==> config.mk <==
export PLATFORM = sky130hd
export DESIGN_NAME = rtp_retransmit_lookup_unit
export DESIGN_NICKNAME = d
export VERILOG_FILES = /design/src/hdl/rtxl_pkg.sv /design/src/hdl/rtxl_mod_unit.sv /design/src/hdl/rtxl_tag_table.sv /design/src/hdl/rtp_retransmit_lookup_unit.sv
export SDC_FILE = /design/constraint.sdc
export NUM_CORES = 2
export LEC_CHECK = 0
export ABC_AREA = 0
export BUFFER_PORTS_ARGS = -buffer_cell sky130_fd_sc_hd__buf_2
export CAP_MARGIN = 20
export CORE_UTILIZATION = 66
export DETAILED_ROUTE_END_ITERATION = 10
export PLACE_DENSITY_LB_ADDON = 0.3
export SETUP_SLACK_MARGIN = 0.5
export SKIP_LAST_GASP = 1
export SLEW_MARGIN = 10
export SYNTH_ARGS = -nofsm -noshare
export SYNTH_HDL_FRONTEND = slang
export SYNTH_SLANG_ARGS = --single-unit
==> constraint.sdc <==
create_clock -name i_clk -period 7.95 [get_ports i_clk]
set_input_delay 0.795 -clock i_clk [delete_from_list [all_inputs] [get_ports i_clk]]
set_output_delay 0.795 -clock i_clk [all_outputs]
set_load 0.05 [all_outputs]
==> src/hdl/rtxl_pkg.sv <==
`default_nettype none
// ----------------------------------------------------------------------------
// rtxl_pkg: shared types and constants of the RTP retransmit lookup unit
// Slot table geometry, field widths, result kinds and the table write request.
// ----------------------------------------------------------------------------
package rtxl_pkg;

    localparam int SLOTS    = 64;
    localparam int SLOT_W   = (SLOTS > 1) ? $clog2(SLOTS) : 1;
    localparam int CNT_W    = $clog2(SLOTS + 1);
    localparam int SEQ_W    = 16;
    localparam int LEN_W    = 16;
    localparam int TYPE_W   = 8;
    localparam int CTR_W    = 32;
    localparam int IDX_W    = 6;
    localparam int KIND_W   = 3;
    localparam int MSTEP_W  = $clog2(SEQ_W);
    localparam bit SLOTS_POW2 = ((SLOTS & (SLOTS - 1)) == 0);

    localparam logic [LEN_W-1:0]  MIN_STORE_LEN = 16'd12;
    localparam logic [LEN_W-1:0]  MAX_STORE_LEN = 16'd4096;
    localparam logic [LEN_W-1:0]  MIN_REQ_LEN   = 16'd8;
    localparam logic [TYPE_W-1:0] TYPE_MASK     = 8'h7f;
    localparam logic [TYPE_W-1:0] REQ_TYPE      = 8'h55;

    localparam logic OPC_STORE    = 1'b0;
    localparam logic OPC_DATAGRAM = 1'b1;

    typedef enum logic [KIND_W-1:0] {
        KIND_STORED  = 3'd0,
        KIND_REJECT  = 3'd1,
        KIND_IGNORED = 3'd2,
        KIND_RESEND  = 3'd3,
        KIND_NO_HIT  = 3'd4
    } t_kind;

    typedef struct packed {
        logic              en;
        logic [SLOT_W-1:0] addr;
        logic [SEQ_W-1:0]  tag;
    } t_tbl_wr;

endpackage : rtxl_pkg
`default_nettype wire

==> src/hdl/rtxl_mod_unit.sv <==
`default_nettype none
// ----------------------------------------------------------------------------
// rtxl_mod_unit: sequence to slot reduction
// Reduces a 16-bit sequence modulo SLOTS. A power-of-two table is a mask;
// otherwise a restoring shift-subtract step runs once per bit.
// ----------------------------------------------------------------------------
module rtxl_mod_unit
    import rtxl_pkg::*;
(
    input  wire logic              i_clk,
    input  wire logic              i_rst_n,
    input  wire logic              i_start,
    input  wire logic [SEQ_W-1:0]  i_value,
    output logic                   o_done,
    output logic [SLOT_W-1:0]      o_rem
);

    logic                r_run, n_run;
    logic                r_done, n_done;
    logic [MSTEP_W-1:0]  r_cnt, n_cnt;
    logic [SEQ_W-1:0]    r_val, n_val;
    logic [SLOT_W-1:0]   r_rem, n_rem;
    logic [SLOT_W:0]     trial;

    always_comb begin
        trial  = {r_rem, r_val[SEQ_W-1]};
        n_run  = r_run;
        n_done = 1'b0;
        n_cnt  = r_cnt;
        n_val  = r_val;
        n_rem  = r_rem;
        if (i_start) begin
            n_val = i_value;
            n_cnt = MSTEP_W'(SEQ_W - 1);
            if (SLOTS_POW2) begin
                n_rem  = i_value[SLOT_W-1:0];
                n_done = 1'b1;
                n_run  = 1'b0;
            end else begin
                n_rem = '0;
                n_run = 1'b1;
            end
        end else if (r_run) begin
            if (trial >= (SLOT_W + 1)'(SLOTS)) begin
                trial = trial - (SLOT_W + 1)'(SLOTS);
            end
            n_rem = trial[SLOT_W-1:0];
            n_val = {r_val[SEQ_W-2:0], 1'b0};
            n_cnt = r_cnt - 1'b1;
            if (r_cnt == '0) begin
                n_run  = 1'b0;
                n_done = 1'b1;
            end
        end
    end

    always_ff @(posedge i_clk) begin
        if (!i_rst_n) begin
            r_run  <= 1'b0;
            r_done <= 1'b0;
        end else begin
            r_run  <= n_run;
            r_done <= n_done;
        end
        r_cnt <= n_cnt;
        r_val <= n_val;
        r_rem <= n_rem;
    end

    assign o_done = r_done;
    assign o_rem  = r_rem;

endmodule : rtxl_mod_unit
`default_nettype wire

==> src/hdl/rtxl_tag_table.sv <==
`default_nettype none
// ----------------------------------------------------------------------------
// rtxl_tag_table: slot tag memory with valid bits
// One write port and one registered read port. Valid bits clear on reset;
// tags stay undefined until written.
// ----------------------------------------------------------------------------
module rtxl_tag_table
    import rtxl_pkg::*;
(
    input  wire logic              i_clk,
    input  wire logic              i_rst_n,
    input  wire t_tbl_wr           i_wr,
    input  wire logic [SLOT_W-1:0] i_rd_addr,
    output logic                   o_rd_valid,
    output logic [SEQ_W-1:0]       o_rd_tag
);

    logic [SEQ_W-1:0] mem [SLOTS];
    logic [SLOTS-1:0] r_valid;
    logic             r_rd_valid;
    logic [SEQ_W-1:0] r_rd_tag;

    always_ff @(posedge i_clk) begin
        if (i_wr.en) begin
            mem[i_wr.addr] <= i_wr.tag;
        end
        r_rd_tag <= mem[i_rd_addr];
    end

    always_ff @(posedge i_clk) begin
        if (!i_rst_n) begin
            r_valid    <= '0;
            r_rd_valid <= 1'b0;
        end else begin
            if (i_wr.en) begin
                r_valid[i_wr.addr] <= 1'b1;
            end
            r_rd_valid <= r_valid[i_rd_addr];
        end
    end

    assign o_rd_valid = r_rd_valid;
    assign o_rd_tag   = r_rd_tag;

endmodule : rtxl_tag_table
`default_nettype wire

==> src/hdl/rtp_retransmit_lookup_unit.sv <==
`default_nettype none
// ----------------------------------------------------------------------------
// rtp_retransmit_lookup_unit: RTP sent-packet tag table and retransmit walker
// Stores sequence tags of sent packets and turns retransmit requests into
// resend descriptors for an external DMA engine.
// ----------------------------------------------------------------------------
// Timing: rejected stores and non-request datagrams return their single
// result in the cycle after start and leave busy low. A good store runs
// slot reduction (a mask for the 64-slot table), then the table write. A
// retransmit request runs slot reduction, one registered table read per
// requested sequence, and a final flush step for the last result. Results
// appear on o_valid for exactly one cycle and cannot be held off; a request
// issues at most one result per cycle.
// ----------------------------------------------------------------------------
module rtp_retransmit_lookup_unit
    import rtxl_pkg::*;
(
    input  wire logic              i_clk,
    input  wire logic              i_rst_n,
    input  wire logic              start,
    output logic                   busy,
    input  wire logic              i_opcode,
    input  wire logic [SEQ_W-1:0]  i_item_sequence,
    input  wire logic [LEN_W-1:0]  i_item_length,
    input  wire logic [TYPE_W-1:0] i_type_byte,
    input  wire logic [SEQ_W-1:0]  i_first_wanted,
    input  wire logic [SEQ_W-1:0]  i_wanted_count,
    output logic                   o_valid,
    output logic [KIND_W-1:0]      o_kind,
    output logic [IDX_W-1:0]       o_slot_index,
    output logic [SEQ_W-1:0]       o_resend_sequence,
    output logic [SEQ_W-1:0]       o_echo_sequence,
    output logic                   o_last,
    output logic [CTR_W-1:0]       o_datagrams_seen,
    output logic [CTR_W-1:0]       o_requests_seen,
    output logic [CTR_W-1:0]       o_packets_resent
);

    typedef enum logic [3:0] {
        S_IDLE  = 4'b0001,
        S_MOD   = 4'b0010,
        S_CHECK = 4'b0100,
        S_FLUSH = 4'b1000
    } t_state;

    t_state              r_state, n_state;
    logic                r_is_store, n_is_store;
    logic [SEQ_W-1:0]    r_seq, n_seq;
    logic [SEQ_W-1:0]    r_cur, n_cur;
    logic [SLOT_W-1:0]   r_slot, n_slot;
    logic [CNT_W-1:0]    r_left, n_left;
    logic                r_pend, n_pend;
    logic [SLOT_W-1:0]   r_pend_slot, n_pend_slot;
    logic [SEQ_W-1:0]    r_pend_seq, n_pend_seq;
    logic [CTR_W-1:0]    r_dgram, n_dgram;
    logic [CTR_W-1:0]    r_req, n_req;
    logic [CTR_W-1:0]    r_resent, n_resent;
    logic                r_valid, n_valid;
    t_kind               r_kind, n_kind;
    logic [IDX_W-1:0]    r_oslot, n_oslot;
    logic [SEQ_W-1:0]    r_oseq, n_oseq;
    logic [SEQ_W-1:0]    r_oecho, n_oecho;
    logic                r_olast, n_olast;

    logic                accept;
    logic                mod_start;
    logic [SEQ_W-1:0]    mod_value;
    logic                mod_done;
    logic [SLOT_W-1:0]   mod_rem;
    t_tbl_wr             tbl_wr;
    logic [SLOT_W-1:0]   rd_addr;
    logic                rd_valid;
    logic [SEQ_W-1:0]    rd_tag;
    logic                hit;
    logic [SLOT_W-1:0]   slot_adv;
    logic [SEQ_W-1:0]    wc;

    assign busy   = (r_state != S_IDLE);
    assign accept = start && !busy;

    rtxl_mod_unit u_mod (
        .i_clk   (i_clk),
        .i_rst_n (i_rst_n),
        .i_start (mod_start),
        .i_value (mod_value),
        .o_done  (mod_done),
        .o_rem   (mod_rem)
    );

    rtxl_tag_table u_table (
        .i_clk      (i_clk),
        .i_rst_n    (i_rst_n),
        .i_wr       (tbl_wr),
        .i_rd_addr  (rd_addr),
        .o_rd_valid (rd_valid),
        .o_rd_tag   (rd_tag)
    );

    assign hit      = rd_valid && (rd_tag == r_cur);
    assign slot_adv = ((r_cur == '1) || (r_slot == SLOT_W'(SLOTS - 1))) ? '0
                    : r_slot + 1'b1;

    always_comb begin
        n_state     = r_state;
        n_is_store  = r_is_store;
        n_seq       = r_seq;
        n_cur       = r_cur;
        n_slot      = r_slot;
        n_left      = r_left;
        n_pend      = r_pend;
        n_pend_slot = r_pend_slot;
        n_pend_seq  = r_pend_seq;
        n_dgram     = r_dgram;
        n_req       = r_req;
        n_resent    = r_resent;
        n_valid     = 1'b0;
        n_kind      = KIND_IGNORED;
        n_oslot     = '0;
        n_oseq      = '0;
        n_oecho     = '0;
        n_olast     = 1'b1;
        mod_start   = 1'b0;
        mod_value   = i_item_sequence;
        tbl_wr      = '0;
        rd_addr     = r_slot;
        wc          = i_wanted_count;

        unique case (r_state)
            S_IDLE: begin
                if (accept) begin
                    n_seq      = i_item_sequence;
                    n_cur      = i_first_wanted;
                    n_is_store = (i_opcode == OPC_STORE);
                    if (wc == '0) begin
                        wc = SEQ_W'(1);
                    end else if (wc > SEQ_W'(SLOTS)) begin
                        wc = SEQ_W'(SLOTS);
                    end
                    n_left = wc[CNT_W-1:0];
                    if (i_opcode == OPC_STORE) begin
                        if (i_item_length < MIN_STORE_LEN
                                || i_item_length > MAX_STORE_LEN) begin
                            n_valid = 1'b1;
                            n_kind  = KIND_REJECT;
                        end else begin
                            mod_start = 1'b1;
                            n_state   = S_MOD;
                        end
                    end else if (i_item_length == '0) begin
                        n_valid = 1'b1;
                        n_kind  = KIND_IGNORED;
                    end else begin
                        n_dgram = r_dgram + 1'b1;
                        if (i_item_length < MIN_REQ_LEN
                                || (i_type_byte & TYPE_MASK) != REQ_TYPE) begin
                            n_valid = 1'b1;
                            n_kind  = KIND_IGNORED;
                        end else begin
                            n_req     = r_req + 1'b1;
                            mod_start = 1'b1;
                            mod_value = i_first_wanted;
                            n_pend    = 1'b0;
                            n_state   = S_MOD;
                        end
                    end
                end
            end
            S_MOD: begin
                rd_addr = mod_rem;
                if (mod_done) begin
                    n_slot = mod_rem;
                    if (r_is_store) begin
                        tbl_wr.en   = 1'b1;
                        tbl_wr.addr = mod_rem;
                        tbl_wr.tag  = r_seq;
                        n_valid     = 1'b1;
                        n_kind      = KIND_STORED;
                        n_oslot     = IDX_W'(mod_rem);
                        n_oseq      = r_seq;
                        n_state     = S_IDLE;
                    end else begin
                        n_state = S_CHECK;
                    end
                end
            end
            S_CHECK: begin
                rd_addr = slot_adv;
                if (hit) begin
                    if (r_pend) begin
                        n_valid  = 1'b1;
                        n_kind   = KIND_RESEND;
                        n_oslot  = IDX_W'(r_pend_slot);
                        n_oseq   = r_pend_seq;
                        n_oecho  = r_seq;
                        n_olast  = 1'b0;
                        n_resent = r_resent + 1'b1;
                    end
                    n_pend      = 1'b1;
                    n_pend_slot = r_slot;
                    n_pend_seq  = r_cur;
                end
                if (r_left == CNT_W'(1)) begin
                    n_state = S_FLUSH;
                end else begin
                    n_left = r_left - 1'b1;
                    n_cur  = r_cur + 1'b1;
                    n_slot = slot_adv;
                end
            end
            S_FLUSH: begin
                n_valid = 1'b1;
                n_oecho = r_seq;
                if (r_pend) begin
                    n_kind   = KIND_RESEND;
                    n_oslot  = IDX_W'(r_pend_slot);
                    n_oseq   = r_pend_seq;
                    n_resent = r_resent + 1'b1;
                    n_pend   = 1'b0;
                end else begin
                    n_kind = KIND_NO_HIT;
                end
                n_state = S_IDLE;
            end
            default: begin
                n_state = S_IDLE;
            end
        endcase
    end

    always_ff @(posedge i_clk) begin
        if (!i_rst_n) begin
            r_state  <= S_IDLE;
            r_pend   <= 1'b0;
            r_dgram  <= '0;
            r_req    <= '0;
            r_resent <= '0;
            r_valid  <= 1'b0;
        end else begin
            r_state  <= n_state;
            r_pend   <= n_pend;
            r_dgram  <= n_dgram;
            r_req    <= n_req;
            r_resent <= n_resent;
            r_valid  <= n_valid;
        end
        r_is_store  <= n_is_store;
        r_seq       <= n_seq;
        r_cur       <= n_cur;
        r_slot      <= n_slot;
        r_left      <= n_left;
        r_pend_slot <= n_pend_slot;
        r_pend_seq  <= n_pend_seq;
        r_kind      <= n_kind;
        r_oslot     <= n_oslot;
        r_oseq      <= n_oseq;
        r_oecho     <= n_oecho;
        r_olast     <= n_olast;
    end

    assign o_valid           = r_valid;
    assign o_kind            = r_kind;
    assign o_slot_index      = r_oslot;
    assign o_resend_sequence = r_oseq;
    assign o_echo_sequence   = r_oecho;
    assign o_last            = r_olast;
    assign o_datagrams_seen  = r_dgram;
    assign o_requests_seen   = r_req;
    assign o_packets_resent  = r_resent;

    a_single_last: assert property (@(posedge i_clk) disable iff (!i_rst_n)
        o_valid && (o_kind == KIND_STORED || o_kind == KIND_REJECT
            || o_kind == KIND_IGNORED || o_kind == KIND_NO_HIT) |-> o_last)
        else $error("single-result kind without last");

    a_request_answered: assert property (@(posedge i_clk) disable iff (!i_rst_n)
        start && !busy |=> busy || o_valid)
        else $error("accepted request produced neither work nor result");

    a_resend_counted: assert property (@(posedge i_clk) disable iff (!i_rst_n)
        o_valid && o_kind == KIND_RESEND
            |-> o_packets_resent == CTR_W'($past(o_packets_resent) + 1'b1))
        else $error("resend result without counter bump");

    a_more_follows: assert property (@(posedge i_clk) disable iff (!i_rst_n)
        o_valid && !o_last |-> busy)
        else $error("non-final result but walker went idle");

endmodule : rtp_retransmit_lookup_unit
`default_nettype wire
---- After elaboration in Yosys (flattened, before gate mapping) ----
Memory sizes are Yosys's and may differ from the RTL's. A register that Yosys moved wholly into a read port is not among the register bits.
Cells that the tools add are included.
operators by class
  bitwise gates (word level) .............. 6
  multiply operators ...................... 0
  $lt $le $gt $ge ......................... 8
  reduce and logical (&&, ||, !) cells .... 25
  add/sub/neg operators ................... 8
  div/mod/pow operators ................... 0
  multiplexer cells ....................... 93
  shifts and indexed selects .............. 0
  eq/ne operators ......................... 21
operators by type and width
  operator                                                     count
  two-way mux 16 bit                                           15
  adder 32 x 1 -> 32 bit, second input constant                3
  two-way mux 23 bit                                           3
  two-way mux 32 bit                                           2
  bitwise OR 64 bit                                            1
  case mux 16 bit (2 select lines)                             2
  case mux 32 bit (2 select lines)                             1
  two-way mux 6 bit                                            10
  case mux 16 bit (3 select lines)                             1
  logical NOT 16 bit                                           2
  less-than comparator 16 x 4 -> 1 bit, second input constant  2
  two-way mux 1 bit                                            31
  two-way mux 4 bit                                            7
  two-way mux 7 bit                                            4
  case mux 6 bit (2 select lines)                              2
  case mux 6 bit (3 select lines)                              1
  adder 16 x 1 -> 16 bit, second input constant                1
  == test 16 bit                                               1
  == test 16 bit, second input constant                        1
  > comparator 16 x 13 -> 1 bit, second input constant         1
  > comparator 16 x 7 -> 1 bit, second input constant          1
  less-than comparator 6 x 7 -> 1 bit, second input constant   2
  inequality test 2 bit, second input constant                 7
  case mux 7 bit (2 select lines)                              1
  other kinds (37)                                             59
storage, ports and cells
  memory bits (read-only) ................. 0
  bits in writable memories ............... 1024
  memories kept ........................... 1
  register bits after elaboration ......... 305
  latch bits .............................. 0
  logic and storage cells ................. 187
memories
  memory       words  bits a word  rd ports  clocked after memory_dff  write ports  line                  text
  u_table.mem  64     16           1         1                         1            rtxl_tag_table.sv:18  logic [SEQ_W-1:0] mem [SLOTS];

---- Longest topological paths before layout ----
  depth in word-level cells ............... 8
  mapped depth ............................ 15

---- Modules after synthesis ----
A second synthesis with hierarchy kept.
unflattened totals
  cell total of the unflattened synthesis .. 3028
  area, all modules ....................... 52809.4 um^2
by module, submodules not included
  module                      seq. area each (um^2)  area each (um^2)  cells an instance  times used
  rtxl_tag_table              32371.0                41946.5           1939               1
  rtp_retransmit_lookup_unit  4924.7                 9613.0            997                1
  rtxl_mod_unit               780.7                  1249.9            92                 1

---- Worst setup path after synthesis ----
OpenSTA, ideal clock, no wires.
  kind .................................... flip-flop to flip-flop
  start ................................... register r_state[3]
  end ..................................... register r_resent[27] (netlist: o_packets_resent[27])
  library setup time ...................... 0.076 ns
  buffers on the path ..................... 3
  required time ........................... 7.874 ns
  path slack .............................. 3.820 ns
  cell stages (with the launch flop) ...... 12
  data arrival time ....................... 4.055 ns
  path through ............................ dfxtp_1 > buf_4 > or4b_1 > clkbuf_1 > nor4_1 > nand3_1 > nor4_2 > o2111a_1 > nand4_1 > buf_2 > or3_1 > a21boi_0
on the way
  longest elaborated chain between the ends .. 3
RTL lines
  element                                                                line                               text
  start: declaration                                                     rtp_retransmit_lookup_unit.sv:46   t_state r_state, n_state;
  start signal: assignment                                               rtp_retransmit_lookup_unit.sv:239  r_state <= n_state;
  == test 4 x 3 -> 1 bit or == test 4 bit (tied branches)                rtp_retransmit_lookup_unit.sv:128  unique case (r_state)
  inequality test 2 bit (no line) or nonzero test 2 bit (tied branches)  n/a
  AND reduction 2 bit (no line)                                          n/a
  end signal: assignment                                                 rtp_retransmit_lookup_unit.sv:243  r_resent <= n_resent;
  end: declaration                                                       rtp_retransmit_lookup_unit.sv:57   logic [CTR_W-1:0] r_resent, n_resent;
Parallel ways exist; a longest one is shown, timed or not.
A chain may end at the register's enable or synchronous reset.

---- Final worst setup path ----
  start ................................... register r_state[2]
  end ..................................... register u_table.r_rd_tag[13] (netlist: u_table.o_rd_tag[13]) (read register of u_table.mem)
on the way
  longest elaborated chain between the ends .. 2
RTL lines
  element                                                           line                               text
  == test 4 x 3 -> 1 bit or == test 4 x 2 -> 1 bit (tied branches)  rtp_retransmit_lookup_unit.sv:128
  case mux 6 bit (2 select lines) (*)                               rtp_retransmit_lookup_unit.sv:128
  end: declaration                                                  rtxl_tag_table.sv:21               logic [SEQ_W-1:0] r_rd_tag;
Mark *: on every way between the ends. The rest lies on a longest branch, timed or not.

==> flow_summary.yaml <==
cts:
  cts_root_buf: "clkbuf_16"
  clk-insertion-delay-late_ns: 0.74
  cts_max_level: 4
  cts_resized: 0
  post_cts_buffers: 0
  hold_buffers: 0
  cts_buffers: 134
  cts_sinks: 1345
  cts_tree: "done"
  clockBufferDepth: 3
  clk_pin_slew_ns: 0.06
synthesis:
  netlist_top_cells_area: "edfxtp_1 (61%), dfxtp_1 (8.5%), nand2_1 (6.6%)"
  ys.flop_type: "edfxtp_1"
  yosysWarnings: 0
  yosysTopAreaCell: "edfxtp_1"
  synth_area_per_cell_um2: 12.6
  yosysUniqueCellTypes: 81
  synth-edff-count: 1114
  synth.yosys.seq_area_share: 0.698
  syn_area_um2: 54600
  syn-num-nets: 4406
  synthDominantCellAreaShare: 0.613
  synth.most_common_cell: "edfxtp_1"
  yosys_register_bits: 1345
  syn_inst: 4321
  synthTopCellsByCount: "edfxtp_1 (1,114), nand2_1 (956), nand3_1 (391), dfxtp_1 (231), mux2i_1 (160)"
  async_flop_share: 0
detailed_routing:
  routed_wl_um: 147000
  vias: 37456
  dr.pass1.iters: 7
  drc: 0
  final_antenna_net_count: 0
  wire_per_inst_um: 25.7
  drt_iter0_drc: 5419
  routed_via_density: 6.55
timing:
  skew_ns: 0.0380
  worst_slack_ns: 2.90
  fin_setup_tns_ns: 0
  finalMaxSlewViolations: 0
  worst_pin_slew_ns: 1.10
  fmax_ghz: 0.198
  hold_slack_ns: 0.247
  slew_headroom: 0.261
  finalHoldViolCount: 0
  fin_crit_sh: 0.635
  fin_crit_ns: 5.05
  setup_viol: 0
  rsz0062_at_grt: "false"
layout:
  seq_area_um2: 38100
  fin_cells: 5718
  multi_input_area_um2: 15300
  nets: 4618
  nFillCells: 4881
  layout-drive-gt1-share: 0.128
  syn2layout_area_growth_pct: 13.0
power:
  total_power_mw: 14.2
  peakVddDrop_mv: 0.207
  power.density_nw_per_um2: 231
  power.leakage_nw: 22.9
global_routing:
  antenna_found_initial: 6
  grt_util_all_layers: 0.349
  grt_pass1_vias: 35553
  grt_max_degree: 176
  grt_pass1_wl_um: 215000
  overflow: 0
worst_setup_path:
  path_cells: "or4b_1 > buf_4 > a31o_2 > nor3_2 > or2_2 > buf_4 > nor2_1 > a2111o_1 > a21boi_1 > a2111oi_1"
  slowest_stage: "or2_2"
  crit_path_start_kind: "flip-flop"
  cpPeakStageDelay_ns: 0.67
  crit_path_end_kind: "flip-flop"
  critPathKind: "flip-flop to flip-flop"
  crit_fanout: 50
  arrival_ns: 5.63
  crit_required_ns: 8.53
  crit_top_cell: "buf_4"
worst_hold_path:
  hp-class: "input port to flip-flop"
placed_design:
  dp_cells: 5464
  post-dp-hpwl_um: 82600
  dpl_worst_slack_ns: 3.07
  portBuffers: 214
  routabilityCongestion: 0.903
floorplanning:
  initial_core_util: 0.666
  die_x_um: 290
  ioPinCount: 216
  rows: 105
  coreArea_um2: 82000
  die_h_um: 290
  die-area_um2: 83800
run:
  drv_cap: 0
outcome:
  status: "complete, no violations"
-- per-layer routing --
layer	vias to the layer above	part of all wire	global-route usage
met5	-	0.00014	0
met4	4	0.049	0.171
li1	16277	-	-
met1	18088	0.36	0.461
met2	2654	0.46	0.546
met3	433	0.13	0.0866
-- cell families (layout without fill, tap and decap cells) --
group / after synthesis / after routing / synth area share
DFF: 1345 / 1345 / 0.698
other: 0 / 4 / 0
muxes: 168 / 168 / 0.0312
AOI/OAI and AO/OA: 575 / 575 / 0.0747
and+or+nand+nor: 1826 / 1826 / 0.153
xor gates and xnor gates: 113 / 113 / 0.0181
buffers and inverters: 285 / 608 / 0.0233
adders and majority gates: 9 / 9 / 0.00206
-- worst max-delay path: cells and delay by family (launching register included) --
family	cells	cell delay, ns
AND/OR/NAND/NOR	4	1.82
buffers and inverters	2	0.87
AO/OA/AOI/OAI	4	1.54
flip-flops	1	0.64
-- layout by cell type, fill, tap and decap left out, types with 31 or more instances in the layout --
master	instances
clkbuf_1	31
or3_1	34
a31oi_1	41
clkbuf_16	144
nor2_1	112
and3_1	95
nor3_1	34
buf_2	213
and2_1	90
xor2_1	38
nand2_1	955
a311oi_1	62
xnor2_1	75
mux2i_1	160
dfxtp_1	231
a21oi_1	87
a21boi_0	34
buf_4	111
edfxtp_1	1114
nand3_1	391
o21a_1	81
nand4_1	32
o21ai_0	98
-- area by class of cell --
class / instances / share of cell area
sequential: 1345 / 0.618
multi-input combinational: 2691 / 0.249
clock buffer: 185 / 0.0626
timing repair buffer: 337 / 0.0350
tap: 1070 / 0.0217
clock inverter: 62 / 0.0128
inverter: 24 / 0.00146
antenna: 4 / 0.000162
-- report_power, final --
part           total, mW  internal [mW]  switching [mW]
clock network       6.57           3.94            2.63
logic              0.106         0.0402          0.0661
registers           7.56           7.54          0.0204
-- sequential cells by signal, indices dropped and copies added (netlist names), 32 cells and up --
name,flops
o_datagrams_seen,32
o_packets_resent,32
o_requests_seen,32
u_table.r_valid,64
u_table.mem,1024
-- worst paths after layout --
path / startpoint / endpoint / slack, ns / depth (start not counted)
setup reg to reg: r_state[2] / u_table.o_rd_tag[13] / 2.90 / 10
hold reg to reg: r_pend_seq[13] / o_resend_sequence[13] / 0.45 / 1
setup / recovery: r_state[2] / u_table.o_rd_tag[13] / 2.90 / 10
hold / removal: i_item_sequence[0] / r_seq[0] / 0.25 / 1
-- per-stage QoR --
step,area (µm²),util
after floorplan,54600,-
after global placement,57000,0.695
after detailed placement,57000,0.695
after CTS,61600,0.751
after global routing,61700,0.752
final,61700,0.752
(Power assumes the default switching activity.)
